==> src/rtl/i2cme_pkg.sv <==
// Shared types and constants for the I2C master byte engine.
// Used by every module in rtl/; depends on nothing else.
`timescale 1ns / 1ps

package i2cme_pkg;

  typedef enum logic [1:0] {
    OP_START = 2'd0,
    OP_STOP  = 2'd1,
    OP_WRITE = 2'd2,
    OP_READ  = 2'd3
  } opcode_e;

  typedef enum logic [3:0] {
    PH_IDLE      = 4'd0,
    PH_START_A   = 4'd1,
    PH_START_B   = 4'd2,
    PH_STOP_A    = 4'd3,
    PH_STOP_B    = 4'd4,
    PH_STOP_C    = 4'd5,
    PH_WR_SETUP  = 4'd6,
    PH_WR_HIGH   = 4'd7,
    PH_ACK_SETUP = 4'd8,
    PH_ACK_HIGH  = 4'd9,
    PH_ACK_LOW   = 4'd10,
    PH_RD_HIGH   = 4'd11,
    PH_RD_LOW    = 4'd12
  } phase_e;

  typedef struct packed {
    logic       cmd_valid;
    logic [1:0] opcode;
    logic [7:0] write_byte;
    logic       sda_in;
  } in_item_t;

  typedef struct packed {
    logic       scl_out;
    logic       sda_out;
    logic       sda_drive;
    logic       busy_res;
    logic       done_res;
    logic [7:0] read_byte;
    logic       nack;
  } out_item_t;

  // One classified tick as it travels from the front stage to the engine.
  typedef struct packed {
    logic       cmd_valid;
    opcode_e    opcode;
    logic [7:0] wbyte;
    logic       sda;
  } tick_t;

  localparam logic [15:0] HALF_PERIOD_RESET = 16'd250;
  localparam logic [3:0]  BITS_PER_BYTE     = 4'd8;
  localparam int unsigned QUEUE_DEPTH       = 4;

endpackage

==> src/rtl/i2cme_front.sv <==
// Input stage: registers each accepted tick and classifies its opcode.
// Depends on i2cme_pkg.
`timescale 1ns / 1ps

module i2cme_front
  import i2cme_pkg::*;
(
  input  logic     clk_i,
  input  logic     rst_ni,
  input  logic     in_valid_i,
  input  in_item_t in_item_i,
  output logic     in_ready_o,
  output logic     tick_valid_o,
  output tick_t    tick_o,
  input  logic     tick_ready_i
);

  logic  full_q, full_d;
  tick_t tick_q, tick_d;
  logic  take;

  assign take       = in_valid_i && in_ready_o;
  assign in_ready_o = !full_q || tick_ready_i;

  always_comb begin
    full_d = full_q;
    tick_d = tick_q;
    if (in_ready_o) begin
      full_d = in_valid_i;
    end
    if (take) begin
      tick_d.cmd_valid = in_item_i.cmd_valid;
      tick_d.wbyte     = in_item_i.write_byte;
      tick_d.sda       = in_item_i.sda_in;
      // Every two-bit value is a defined opcode, so the cast covers all inputs.
      tick_d.opcode    = opcode_e'(in_item_i.opcode);
    end
  end

  always_ff @(posedge clk_i or negedge rst_ni) begin
    if (!rst_ni) begin
      full_q <= 1'b0;
    end else begin
      full_q <= full_d;
    end
  end

  always_ff @(posedge clk_i) begin
    tick_q <= tick_d;
  end

  assign tick_valid_o = full_q;
  assign tick_o       = tick_q;

endmodule

==> src/rtl/i2cme_queue.sv <==
// Small FIFO of classified ticks between the front stage and the engine.
// Depends on i2cme_pkg.
`timescale 1ns / 1ps

module i2cme_queue
  import i2cme_pkg::*;
#(
  parameter int unsigned Depth = QUEUE_DEPTH
) (
  input  logic  clk_i,
  input  logic  rst_ni,
  input  logic  push_valid_i,
  input  tick_t push_i,
  output logic  push_ready_o,
  output logic  pop_valid_o,
  output tick_t pop_o,
  input  logic  pop_ready_i
);

  localparam int unsigned PtrW = (Depth > 1) ? $clog2(Depth) : 1;
  localparam int unsigned CntW = $clog2(Depth + 1);
  localparam logic [PtrW-1:0] LastPtr = PtrW'(Depth - 1);
  localparam logic [CntW-1:0] FullCnt = CntW'(Depth);
  localparam logic [PtrW-1:0] PtrOne  = PtrW'(1);
  localparam logic [CntW-1:0] CntOne  = CntW'(1);

  tick_t           mem_q [Depth];
  logic [PtrW-1:0] wr_ptr_q, wr_ptr_d, rd_ptr_q, rd_ptr_d;
  logic [CntW-1:0] cnt_q, cnt_d;
  logic            push, pop;

  assign push_ready_o = (cnt_q != FullCnt);
  assign pop_valid_o  = (cnt_q != '0);
  assign push         = push_valid_i && push_ready_o;
  assign pop          = pop_valid_o && pop_ready_i;
  assign pop_o        = mem_q[rd_ptr_q];

  always_comb begin
    wr_ptr_d = wr_ptr_q;
    rd_ptr_d = rd_ptr_q;
    cnt_d    = cnt_q;
    if (push) begin
      wr_ptr_d = (wr_ptr_q == LastPtr) ? '0 : wr_ptr_q + PtrOne;
    end
    if (pop) begin
      rd_ptr_d = (rd_ptr_q == LastPtr) ? '0 : rd_ptr_q + PtrOne;
    end
    if (push && !pop) begin
      cnt_d = cnt_q + CntOne;
    end else if (pop && !push) begin
      cnt_d = cnt_q - CntOne;
    end
  end

  always_ff @(posedge clk_i or negedge rst_ni) begin
    if (!rst_ni) begin
      wr_ptr_q <= '0;
      rd_ptr_q <= '0;
      cnt_q    <= '0;
    end else begin
      wr_ptr_q <= wr_ptr_d;
      rd_ptr_q <= rd_ptr_d;
      cnt_q    <= cnt_d;
    end
  end

  always_ff @(posedge clk_i) begin
    if (push) begin
      mem_q[wr_ptr_q] <= push_i;
    end
  end

endmodule

==> src/rtl/i2cme_back.sv <==
// Bus sequencer: steps the I2C phase machine once per tick and registers the result.
// Depends on i2cme_pkg.
`timescale 1ns / 1ps

module i2cme_back
  import i2cme_pkg::*;
(
  input  logic        clk_i,
  input  logic        rst_ni,
  input  logic        cfg_valid_i,
  input  logic [15:0] cfg_data_i,
  input  logic        tick_valid_i,
  input  tick_t       tick_i,
  output logic        tick_ready_o,
  output logic        out_valid_o,
  output out_item_t   out_item_o,
  input  logic        out_ready_i
);

  phase_e      phase_q, phase_d;
  logic [3:0]  bit_cnt_q, bit_cnt_d;
  logic [15:0] delay_q, delay_d;
  logic [15:0] half_q;
  logic [7:0]  shift_q, shift_d;
  logic [7:0]  rd_byte_q, rd_byte_d;
  logic        scl_q, scl_d;
  logic        sda_q, sda_d;
  logic        drv_q, drv_d;
  logic        nack_q, nack_d;
  logic        done_d;
  logic        out_valid_q;
  out_item_t   out_item_q, res;
  logic        pop;

  logic [15:0] delay_dec;
  logic [3:0]  bit_inc;
  logic [7:0]  shift_shl;
  logic        arm, finish;

  assign tick_ready_o = !out_valid_q || out_ready_i;
  assign pop          = tick_valid_i && tick_ready_o;

  // Next-state logic for one tick.
  always_comb begin
    phase_d   = phase_q;
    bit_cnt_d = bit_cnt_q;
    delay_d   = delay_q;
    shift_d   = shift_q;
    rd_byte_d = rd_byte_q;
    scl_d     = scl_q;
    sda_d     = sda_q;
    drv_d     = drv_q;
    nack_d    = nack_q;
    done_d    = 1'b0;
    arm       = 1'b0;
    finish    = 1'b0;
    delay_dec = delay_q - {15'd0, (delay_q != 16'd0)};
    bit_inc   = bit_cnt_q + 4'd1;
    shift_shl = {shift_q[6:0], 1'b0};

    if (pop) begin
      if (phase_q == PH_IDLE) begin
        if (tick_i.cmd_valid) begin
          bit_cnt_d = 4'd0;
          arm       = 1'b1;
          case (tick_i.opcode)
            OP_START: begin
              drv_d   = 1'b1;
              scl_d   = 1'b1;
              sda_d   = 1'b1;
              phase_d = PH_START_A;
            end
            OP_STOP: begin
              drv_d   = 1'b1;
              sda_d   = 1'b0;
              phase_d = PH_STOP_A;
            end
            OP_WRITE: begin
              shift_d = tick_i.wbyte;
              drv_d   = 1'b1;
              sda_d   = tick_i.wbyte[7];
              phase_d = PH_WR_SETUP;
            end
            default: begin
              shift_d = 8'd0;
              drv_d   = 1'b0;
              scl_d   = 1'b1;
              phase_d = PH_RD_HIGH;
            end
          endcase
        end
      end else begin
        delay_d = delay_dec;
        if (delay_dec == 16'd0) begin
          arm = 1'b1;
          case (phase_q)
            PH_START_A: begin
              sda_d   = 1'b0;
              phase_d = PH_START_B;
            end
            PH_START_B: begin
              scl_d  = 1'b0;
              finish = 1'b1;
            end
            PH_STOP_A: begin
              scl_d   = 1'b1;
              phase_d = PH_STOP_B;
            end
            PH_STOP_B: begin
              sda_d   = 1'b1;
              phase_d = PH_STOP_C;
            end
            PH_WR_SETUP: begin
              scl_d   = 1'b1;
              phase_d = PH_WR_HIGH;
            end
            PH_WR_HIGH: begin
              scl_d     = 1'b0;
              bit_cnt_d = bit_inc;
              shift_d   = shift_shl;
              if (bit_inc < BITS_PER_BYTE) begin
                drv_d   = 1'b1;
                sda_d   = shift_shl[7];
                phase_d = PH_WR_SETUP;
              end else begin
                drv_d   = 1'b0;
                phase_d = PH_ACK_SETUP;
              end
            end
            PH_ACK_SETUP: begin
              scl_d   = 1'b1;
              phase_d = PH_ACK_HIGH;
            end
            PH_ACK_HIGH: begin
              nack_d  = tick_i.sda;
              scl_d   = 1'b0;
              phase_d = PH_ACK_LOW;
            end
            PH_ACK_LOW: begin
              drv_d  = 1'b1;
              finish = 1'b1;
            end
            PH_RD_HIGH: begin
              shift_d   = {shift_q[6:0], tick_i.sda};
              bit_cnt_d = bit_inc;
              scl_d     = 1'b0;
              phase_d   = PH_RD_LOW;
            end
            PH_RD_LOW: begin
              if (bit_cnt_q < BITS_PER_BYTE) begin
                scl_d   = 1'b1;
                phase_d = PH_RD_HIGH;
              end else begin
                drv_d     = 1'b1;
                rd_byte_d = shift_q;
                finish    = 1'b1;
              end
            end
            default: begin
              finish = 1'b1;
            end
          endcase
        end
      end
      if (finish) begin
        phase_d = PH_IDLE;
        delay_d = 16'd0;
        done_d  = 1'b1;
      end else if (arm) begin
        delay_d = half_q;
      end
    end
  end

  // Result of a tick shows the line state after that tick.
  always_comb begin
    res.scl_out   = scl_d;
    res.sda_out   = drv_d ? sda_d : 1'b1;
    res.sda_drive = drv_d;
    res.busy_res  = (phase_d != PH_IDLE);
    res.done_res  = done_d;
    res.read_byte = rd_byte_d;
    res.nack      = nack_d;
  end

  always_ff @(posedge clk_i or negedge rst_ni) begin
    if (!rst_ni) begin
      phase_q     <= PH_IDLE;
      bit_cnt_q   <= 4'd0;
      delay_q     <= 16'd0;
      half_q      <= HALF_PERIOD_RESET;
      shift_q     <= 8'd0;
      rd_byte_q   <= 8'd0;
      scl_q       <= 1'b1;
      sda_q       <= 1'b1;
      drv_q       <= 1'b1;
      nack_q      <= 1'b0;
      out_valid_q <= 1'b0;
    end else begin
      phase_q   <= phase_d;
      bit_cnt_q <= bit_cnt_d;
      delay_q   <= delay_d;
      shift_q   <= shift_d;
      rd_byte_q <= rd_byte_d;
      scl_q     <= scl_d;
      sda_q     <= sda_d;
      drv_q     <= drv_d;
      nack_q    <= nack_d;
      // A zero half period behaves as one tick.
      if (cfg_valid_i) begin
        half_q <= (cfg_data_i == 16'd0) ? 16'd1 : cfg_data_i;
      end
      if (tick_ready_o) begin
        out_valid_q <= tick_valid_i;
      end
    end
  end

  always_ff @(posedge clk_i) begin
    if (pop) begin
      out_item_q <= res;
    end
  end

  assign out_valid_o = out_valid_q;
  assign out_item_o  = out_item_q;

endmodule

==> src/rtl/i2c_master_byte_engine.sv <==
// Path: an accepted tick passes through the front register, the tick queue and
// the engine output register before its result leaves.
// Throughput: one tick per cycle while the output is not stalled, set by the phase step in the engine.
// Reset (asynchronous, active low) idles the bus with SCL and SDA driven high,
// empties the pipeline and loads a half period of 250 ticks.
// Top level; depends on i2cme_pkg, i2cme_front, i2cme_queue and i2cme_back.
`timescale 1ns / 1ps

module i2c_master_byte_engine
  import i2cme_pkg::*;
#(
  parameter int unsigned QueueDepth = QUEUE_DEPTH
) (
  input  logic        clk_i,
  input  logic        rst_ni,
  input  logic        in_valid_i,
  input  in_item_t    in_item_i,
  output logic        in_ready_o,
  output logic        out_valid_o,
  output out_item_t   out_item_o,
  input  logic        out_ready_i,
  input  logic        cfg_valid_i,
  input  logic [15:0] cfg_data_i,
  output logic        cfg_ready_o
);

  logic  f_valid, f_ready;
  tick_t f_tick;
  logic  q_valid, q_ready;
  tick_t q_tick;

  assign cfg_ready_o = 1'b1;

  i2cme_front u_front (
    .clk_i       (clk_i),
    .rst_ni      (rst_ni),
    .in_valid_i  (in_valid_i),
    .in_item_i   (in_item_i),
    .in_ready_o  (in_ready_o),
    .tick_valid_o(f_valid),
    .tick_o      (f_tick),
    .tick_ready_i(f_ready)
  );

  i2cme_queue #(
    .Depth(QueueDepth)
  ) u_queue (
    .clk_i       (clk_i),
    .rst_ni      (rst_ni),
    .push_valid_i(f_valid),
    .push_i      (f_tick),
    .push_ready_o(f_ready),
    .pop_valid_o (q_valid),
    .pop_o       (q_tick),
    .pop_ready_i (q_ready)
  );

  i2cme_back u_back (
    .clk_i       (clk_i),
    .rst_ni      (rst_ni),
    .cfg_valid_i (cfg_valid_i),
    .cfg_data_i  (cfg_data_i),
    .tick_valid_i(q_valid),
    .tick_i      (q_tick),
    .tick_ready_o(q_ready),
    .out_valid_o (out_valid_o),
    .out_item_o  (out_item_o),
    .out_ready_i (out_ready_i)
  );

endmodule
==> config.mk <==
export PLATFORM = sky130hd
export DESIGN_NAME = i2c_master_byte_engine
export DESIGN_NICKNAME = d
export VERILOG_FILES = /design/src/rtl/i2cme_pkg.sv /design/src/rtl/i2cme_front.sv /design/src/rtl/i2cme_queue.sv /design/src/rtl/i2cme_back.sv /design/src/rtl/i2c_master_byte_engine.sv
export SDC_FILE = /design/constraint.sdc
export NUM_CORES = 1
export LEC_CHECK = 0
export BUFFER_PORTS_ARGS = -buffer_cell sky130_fd_sc_hd__buf_2
export CAP_MARGIN = 40
export CORE_UTILIZATION = 25
export CTS_BUF_LIST = sky130_fd_sc_hd__clkbuf_4 sky130_fd_sc_hd__clkbuf_8
export DETAILED_ROUTE_END_ITERATION = 8
export HOLD_SLACK_MARGIN = 0.1
export SETUP_SLACK_MARGIN = 0.4
export SLEW_MARGIN = 5
export SYNTH_ARGS = -nofsm -noshare
export SYNTH_HDL_FRONTEND = slang
export SYNTH_SLANG_ARGS = --single-unit
==> constraint.sdc <==
create_clock -name clk_i -period 4.5 [get_ports clk_i]
set_input_delay 0.9 -clock clk_i [delete_from_list [all_inputs] [get_ports clk_i]]
set_output_delay 0.9 -clock clk_i [all_outputs]
set_load 0.02 [all_outputs]
# After elaboration in Yosys (flattened, before gate mapping)
# Memories as Yosys holds them, arrays and structs flattened.
# Cells that the tools add are included.
# word_totals
ff_bits	95
ram_bits	48
in_bits	33
out_inout_bits	17
wordCells	155
n_memories	1
# op_classes
add_sub_neg	6
n_lt_le_gt_ge	2
n_eq_ne	19
muxes	69
reduce_logical	32
# mem_list
memory	words	word_bits	read_ports	rd_ports_with_merged_regs	wr	line_no	rtl
u_queue.mem_q	4	12	1	0	1	i2cme_queue.sv:27	tick_t mem_q [Depth];
# op_table
operator	count
$mux 16	4
$mux 8	8
$mux 4	11
$pmux 4 s9	1
$mux 1	33
$logic_not 16->1	2
$pmux 8 s2	2
$eq 4x4->1 const B	5
$reduce_bool 16->1	1
$sub 16x1->16	1
$eq 4x3->1 const B	3
$pmux 1 s3	4
$pmux 4 s3	1
$eq 4x2->1 const B	2
$lt 4x4->1 const B	2
$reduce_or 8->1	1
$eq 2x2->1 const B	3
$mux 3	2
$ne 3x3->1 const B	2
$reduce_bool 2->1	3
$reduce_bool 3->1	2
$reduce_or 2->1	3
$reduce_or 3->1	2
$logic_and 1x1->1	5
other kinds (18)	25

# Depth between registers and ports, before layout
# depth
depth_word	9
mapped_depth	18
mapped_depth_nobuf	15

# Modules after synthesis
# A second synthesis with hierarchy kept.
# hier_totals
hier_cells	554
area_unflattened_um2	6741.5
# by_module_without_submodules
module	n_inst	cells_each	area_each_um2	seq_area_each_um2
i2cme_back	1	437	4142.7	1958.1
i2cme_queue	1	99	2173.3	1616.6
i2cme_front	1	16	414.1	385.4
i2c_master_byte_engine	1	2	11.3	0.0

# Worst setup path after synthesis
# Ideal clock, no wire load.
# synth_path
path_type	register to register
from	register u_back.delay_q[8]
to	register u_back.out_item_q, in the netlist u_back.out_item_o[0] (data pin)
setup_ps	263
arrival_ps	4000
required_ps	4237
setup_slack_ps	237
stages_incl_launch_ff	17
path_buffers	3
path_cell_list	dfrtp_1 clkbuf_1 nor4_2 nand2_1 nor3_1 nand3_1 ha_1 ha_1 clkbuf_1 a311oi_1 a31oi_1 or4_4 or3_1 buf_6 nor2_1 nor4b_1 mux2_2
# synth_via
elab_chain_cells	6
# synth_lines
item	line_no	rtl
from (decl)	i2cme_back.sv:22	logic [15:0] delay_q, delay_d;
from (signal assigned)	i2cme_back.sv:202	delay_q <= delay_d;
$reduce_bool 16->1	i2cme_back.sv:57	delay_dec = delay_q - {15'd0, (delay_q != 16'd0)};
$sub 16x1->16 (*)	i2cme_back.sv:57	
$logic_not 16->1 (*)	i2cme_back.sv:94	if (delay_dec == 16'd0) begin
$mux 1 (*)	i2cme_back.sv:94	
$mux 1 (*)	i2cme_back.sv:62	if (phase_q == PH_IDLE) begin
$mux 1 (*)	i2cme_back.sv:61	if (pop) begin
named net u_back.nack_d	i2cme_back.sv:29	logic nack_q, nack_d;
to (signal assigned)	i2cme_back.sv:221	out_item_q <= res;
to (decl)	i2cme_back.sv:32	out_item_t out_item_q, res;
# Mark *: on every way through the listed nets, which the timed path passes. The rest lies on a longest branch.
# A chain may end at the register's enable or synchronous reset.

# Worst setup path after layout
# layout_path
from	register u_back.delay_q[9]
to	register u_back.out_item_q, in the netlist u_back.out_item_o[12] (data pin)
# layout_via
elab_chain_cells	6
word_cells_on_any_way	9
cone_classes	1 x add/sub; 6 x mux; 2 x reduce/logical
# layout_lines
item	line_no	rtl
$reduce_bool 16->1	i2cme_back.sv:57	
$sub 16x1->16 (*)	i2cme_back.sv:57	
$logic_not 16->1 (*)	i2cme_back.sv:94	
$mux 1 (*)	i2cme_back.sv:94	
$mux 1 (*)	i2cme_back.sv:62	
$mux 1 (*)	i2cme_back.sv:61	
named net u_back.sda_d	i2cme_back.sv:27	logic sda_q, sda_d;
# Marks and branches as above.

==> out/metrics.cfg <==
[worst_setup_path]
startpoint=u_back.delay_q[9]$_DFFE_PN0P_
r2r_slack_ps=510
cp_top_family=simple AND/OR/NAND/NOR gates
cpMaxStageDelayCell=or4_4
crit_cells=15
cp_cell_sequence=nor4_4 -> nand2_2 -> nor3_4 -> nand3_2 -> ha_4 -> ha_2 -> buf_4 -> nor2_1 -> a211oi_1 -> or4_4 -> or3_4 -> o31a_1 -> a21oi_2 -> o211ai_1 -> a211o_1
critPathMaxFanout=11
crit_buf_inv=1
slowest_delay_ps=520
crit_type=reg2reg
crit_required_ps=4720
cp-start-kind=register
worst_setup_path_end_kind=register
regToRegEndpoint=u_back.out_item_o[12]$_SDFFCE_PN1P_
crit_end=u_back.out_item_o[12]$_SDFFCE_PN1P_
crit_arrival_ps=4210
r2r_start=u_back.delay_q[9]$_DFFE_PN0P_
reg2reg_depth=15

[clock_tree]
cts-htree-levels=4
cts_tree=yes
clock_path_buffers=2
clk_latency_ps=460
cts_sinks=143
root_buffer=clkbuf_8
cts_inserted_buffers=17
path_clk_slew_ps=80

[detailed_routing]
post_drt_wl_per_cell_microns=14.78
wl_mm=14.19
dr.pass1.iters=5
drt_iter0_drc=341
detail-route-antenna-nets=0
via_count=4521
drc=0
via_per_inst=4.709

[grt]
grt_pass1_wl_mm=23.10
grt_pass1_vias=4435
overflow=0
grt_use_total_pct=10.59
grt_max_degree=41
antenna_found_initial=0

[sta]
hold_viol=0
timing.fmax_mhz=250.4
final-max-slew-violation-count=0
fin_skew_ps=13.26
rsz0062_at_grt=no
finalSetupTns_ps=0
max_slew_margin_pct=44.94
setup_viol=0
fin_crit_ps=3993
worstMarginPinSlew_ps=825.9
period_share_pct=88.74

[synth]
synthFlopType=edfxtp_1
ys_ff_latch=143
syn_inst=564
syn_area_sq_um=6790
synthArstFlopShare_pct=48.25
syn-num-nets=611
ys.warnings.count=0
syn_avg_cell_area_sq_um=12.04
yosysUniqueCellTypes=69
synth_edf_count=74
synth_seq_area_share_pct=58.32

[final_layout]
fin_nets=659
fin_area_sq_um=7930
drive_gt1_share_pct=28.32
diodes=0
syn_to_final_growth_pct=16.79

[pwr]
finalPower_mw=5.029
ir_worst_vdd_v=0.0002994
p_per_area_nw_per_um2=634.2
leakage_nw=3.053

[run]
cap_violations=0

[placement]
io_buffers=48
dpl-instance-area_sq_um=7390
hpwl_mm=9.778
gp_congestion=0.8874

[status]
status=finished, final reports clean

[die]
std_cell_rows=59
die_area_sq_um=27820
die_x_microns=166.8
start_util_pct=25.77
core_area_sq_um=26350
ioPinCount=50
die_h_microns=166.8

[hold_path]
hp-class=reg2reg

-- sequential cells by signal, indices dropped and copies added, names as in the netlist, 2 cells and up --
| register | flops |
|---|---|
| u_back.bit_cnt_q | 4 |
| u_front.tick_o | 12 |
| u_queue.mem_q | 48 |
| u_back.out_item_o | 14 |
| u_queue.rd_ptr_q | 2 |
| u_back.delay_q | 16 |
| u_back.rd_byte_q | 8 |
| u_back.phase_q | 4 |
| u_back.half_q | 16 |
| u_queue.wr_ptr_q | 2 |
| u_back.shift_q | 8 |
| u_queue.cnt_q | 3 |
-- Yosys cell counts (all sizes together), types with 3 or more instances --
cell | number | area [sq um]
dfrtp | 60 | 1501
a31oi | 4 | 25.02
buf | 11 | 80.08
xor2 | 4 | 35.03
nand4 | 3 | 18.77
ha | 13 | 162.7
o21ai | 46 | 237.7
mux2 | 33 | 401.6
nor3 | 20 | 105.1
a21o | 6 | 45.04
a22o | 3 | 26.28
nor4b | 3 | 26.28
mux4 | 12 | 270.3
edfxtp | 74 | 2222
and3 | 3 | 18.77
o22ai | 8 | 50.05
and2 | 7 | 43.80
nand3 | 16 | 80.08
clkbuf | 25 | 95.09
nor4 | 10 | 75.07
nor2 | 35 | 131.4
dfstp | 9 | 236.5
nand2b | 7 | 51.30
nand2 | 47 | 176.4
or3 | 6 | 37.54
inv | 18 | 67.56
a32oi | 3 | 26.28
a21boi | 3 | 22.52
a21oi | 39 | 206.5
-- kinds of logic (layout without fill, tap and decap cells) --
logic type,count (synthesis),count (layout),synth area share (%)
AOI/OAI and AO/OA,131,131,11.81
muxes,46,46,10.04
xor gates and xnor gates,6,6,0.7739
buffers and inverters,54,114,3.575
and+or+nand+nor,169,170,12.73
other,1,1,0.05523
adders and majority gates,14,14,2.690
DFF,143,143,58.32
-- how the worst min path moves through the flow --
stage,start,end,slack [ps],depth (start not counted)
final,u_back.out_valid_o$_DFFE_PN0N_,u_back.out_valid_o$_DFFE_PN0N_,500,2
after floorplan,u_front.tick_o[0]$_DFFE_PP_,u_queue.mem_q[0][0]$_DFFE_PP_,460,0
after CTS,u_back.out_valid_o$_DFFE_PN0N_,u_back.out_valid_o$_DFFE_PN0N_,500,2
after global placement,u_back.nack_q$_DFF_PN0_,u_back.nack_q$_DFF_PN0_,480,1
after detailed placement,u_back.out_valid_o$_DFFE_PN0N_,u_back.out_valid_o$_DFFE_PN0N_,480,2
after global routing,u_back.out_valid_o$_DFFE_PN0N_,u_back.out_valid_o$_DFFE_PN0N_,530,2
-- cell type report --
type	count	area [sq um]
fill	2609	18420
sequential	143	3963
multi-input combinational	368	2704
tap	335	419.2
timing repair buffer	64	376.6
clock buffer	17	234.0
clock inverter	15	166.4
inverter	18	67.56
-- worst min-delay path, stage by stage (launching register included) --
cell and delay (ps):
dfrtp_1 370, nand2_1 60, nand2_1 40
-- placed cells by master, fill, tap and decap left out, types with 3 or more instances in the layout --
master     n
nand2_1   46
mux4_2    12
nor2_1    33
and2_1     6
o22ai_1    8
inv_1     18
nand4_1    3
nand3_1   15
inv_8      5
o21ai_1   11
inv_6      4
a21oi_1   37
ha_1      11
o21ai_0   33
mux2_2    25
a22o_1     3
and3_1     3
a21o_1     6
a31oi_1    4
edfxtp_1  74
xor2_1     4
dfstp_2    9
buf_4     14
nand2b_1   5
or3_1      4
nor4_1     8
a32oi_1    3
dfrtp_1   58
nor3_1    17
clkbuf_8  17
buf_2     48
mux2_4     8
-- power breakdown --
part           switching (mW)  total [mW]  internal (mW)
logic                    1.09        1.89          0.796
clock network           0.571        1.04          0.465
registers               0.349        2.10           1.75
total                    2.01        5.03           3.01
-- timing repair --
item / CTS / global route
hold buffers: 0 / 0
buffers inserted: 0 / 3
pin swaps: 1 / 8
endpoints found under the setup margin: 32 / 33
gates resized for setup: 6 / 18
cloned: 0 / 1
-- stage by stage --
stage          hold WS (ps)  instances  setup WS [ps]  util [%]
2_1_floorplan         458.7        564          403.6         -
3_3_place_gp          477.9        924          187.3     28.04
3_5_place_dp          477.4        924          84.05     28.04
4_1_cts               497.5        956          403.5     29.69
5_1_grt               525.5        960          378.5     30.09
6_report              501.7        960          506.6     30.09
-- metal layers --
| layer | GRT usage [%] | vias up | routed length [microns] |
|---|---|---|---|
| met4 | 5.032 | 0 | 402 |
| met2 | 16.28 | 123 | 6482 |
| met3 | 2.875 | 36 | 558 |
| met5 | 0 | - | 0 |
| met1 | 13.82 | 2165 | 6746 |
| li1 | - | 2197 | - |
Power figures use the tool's default switching activity.
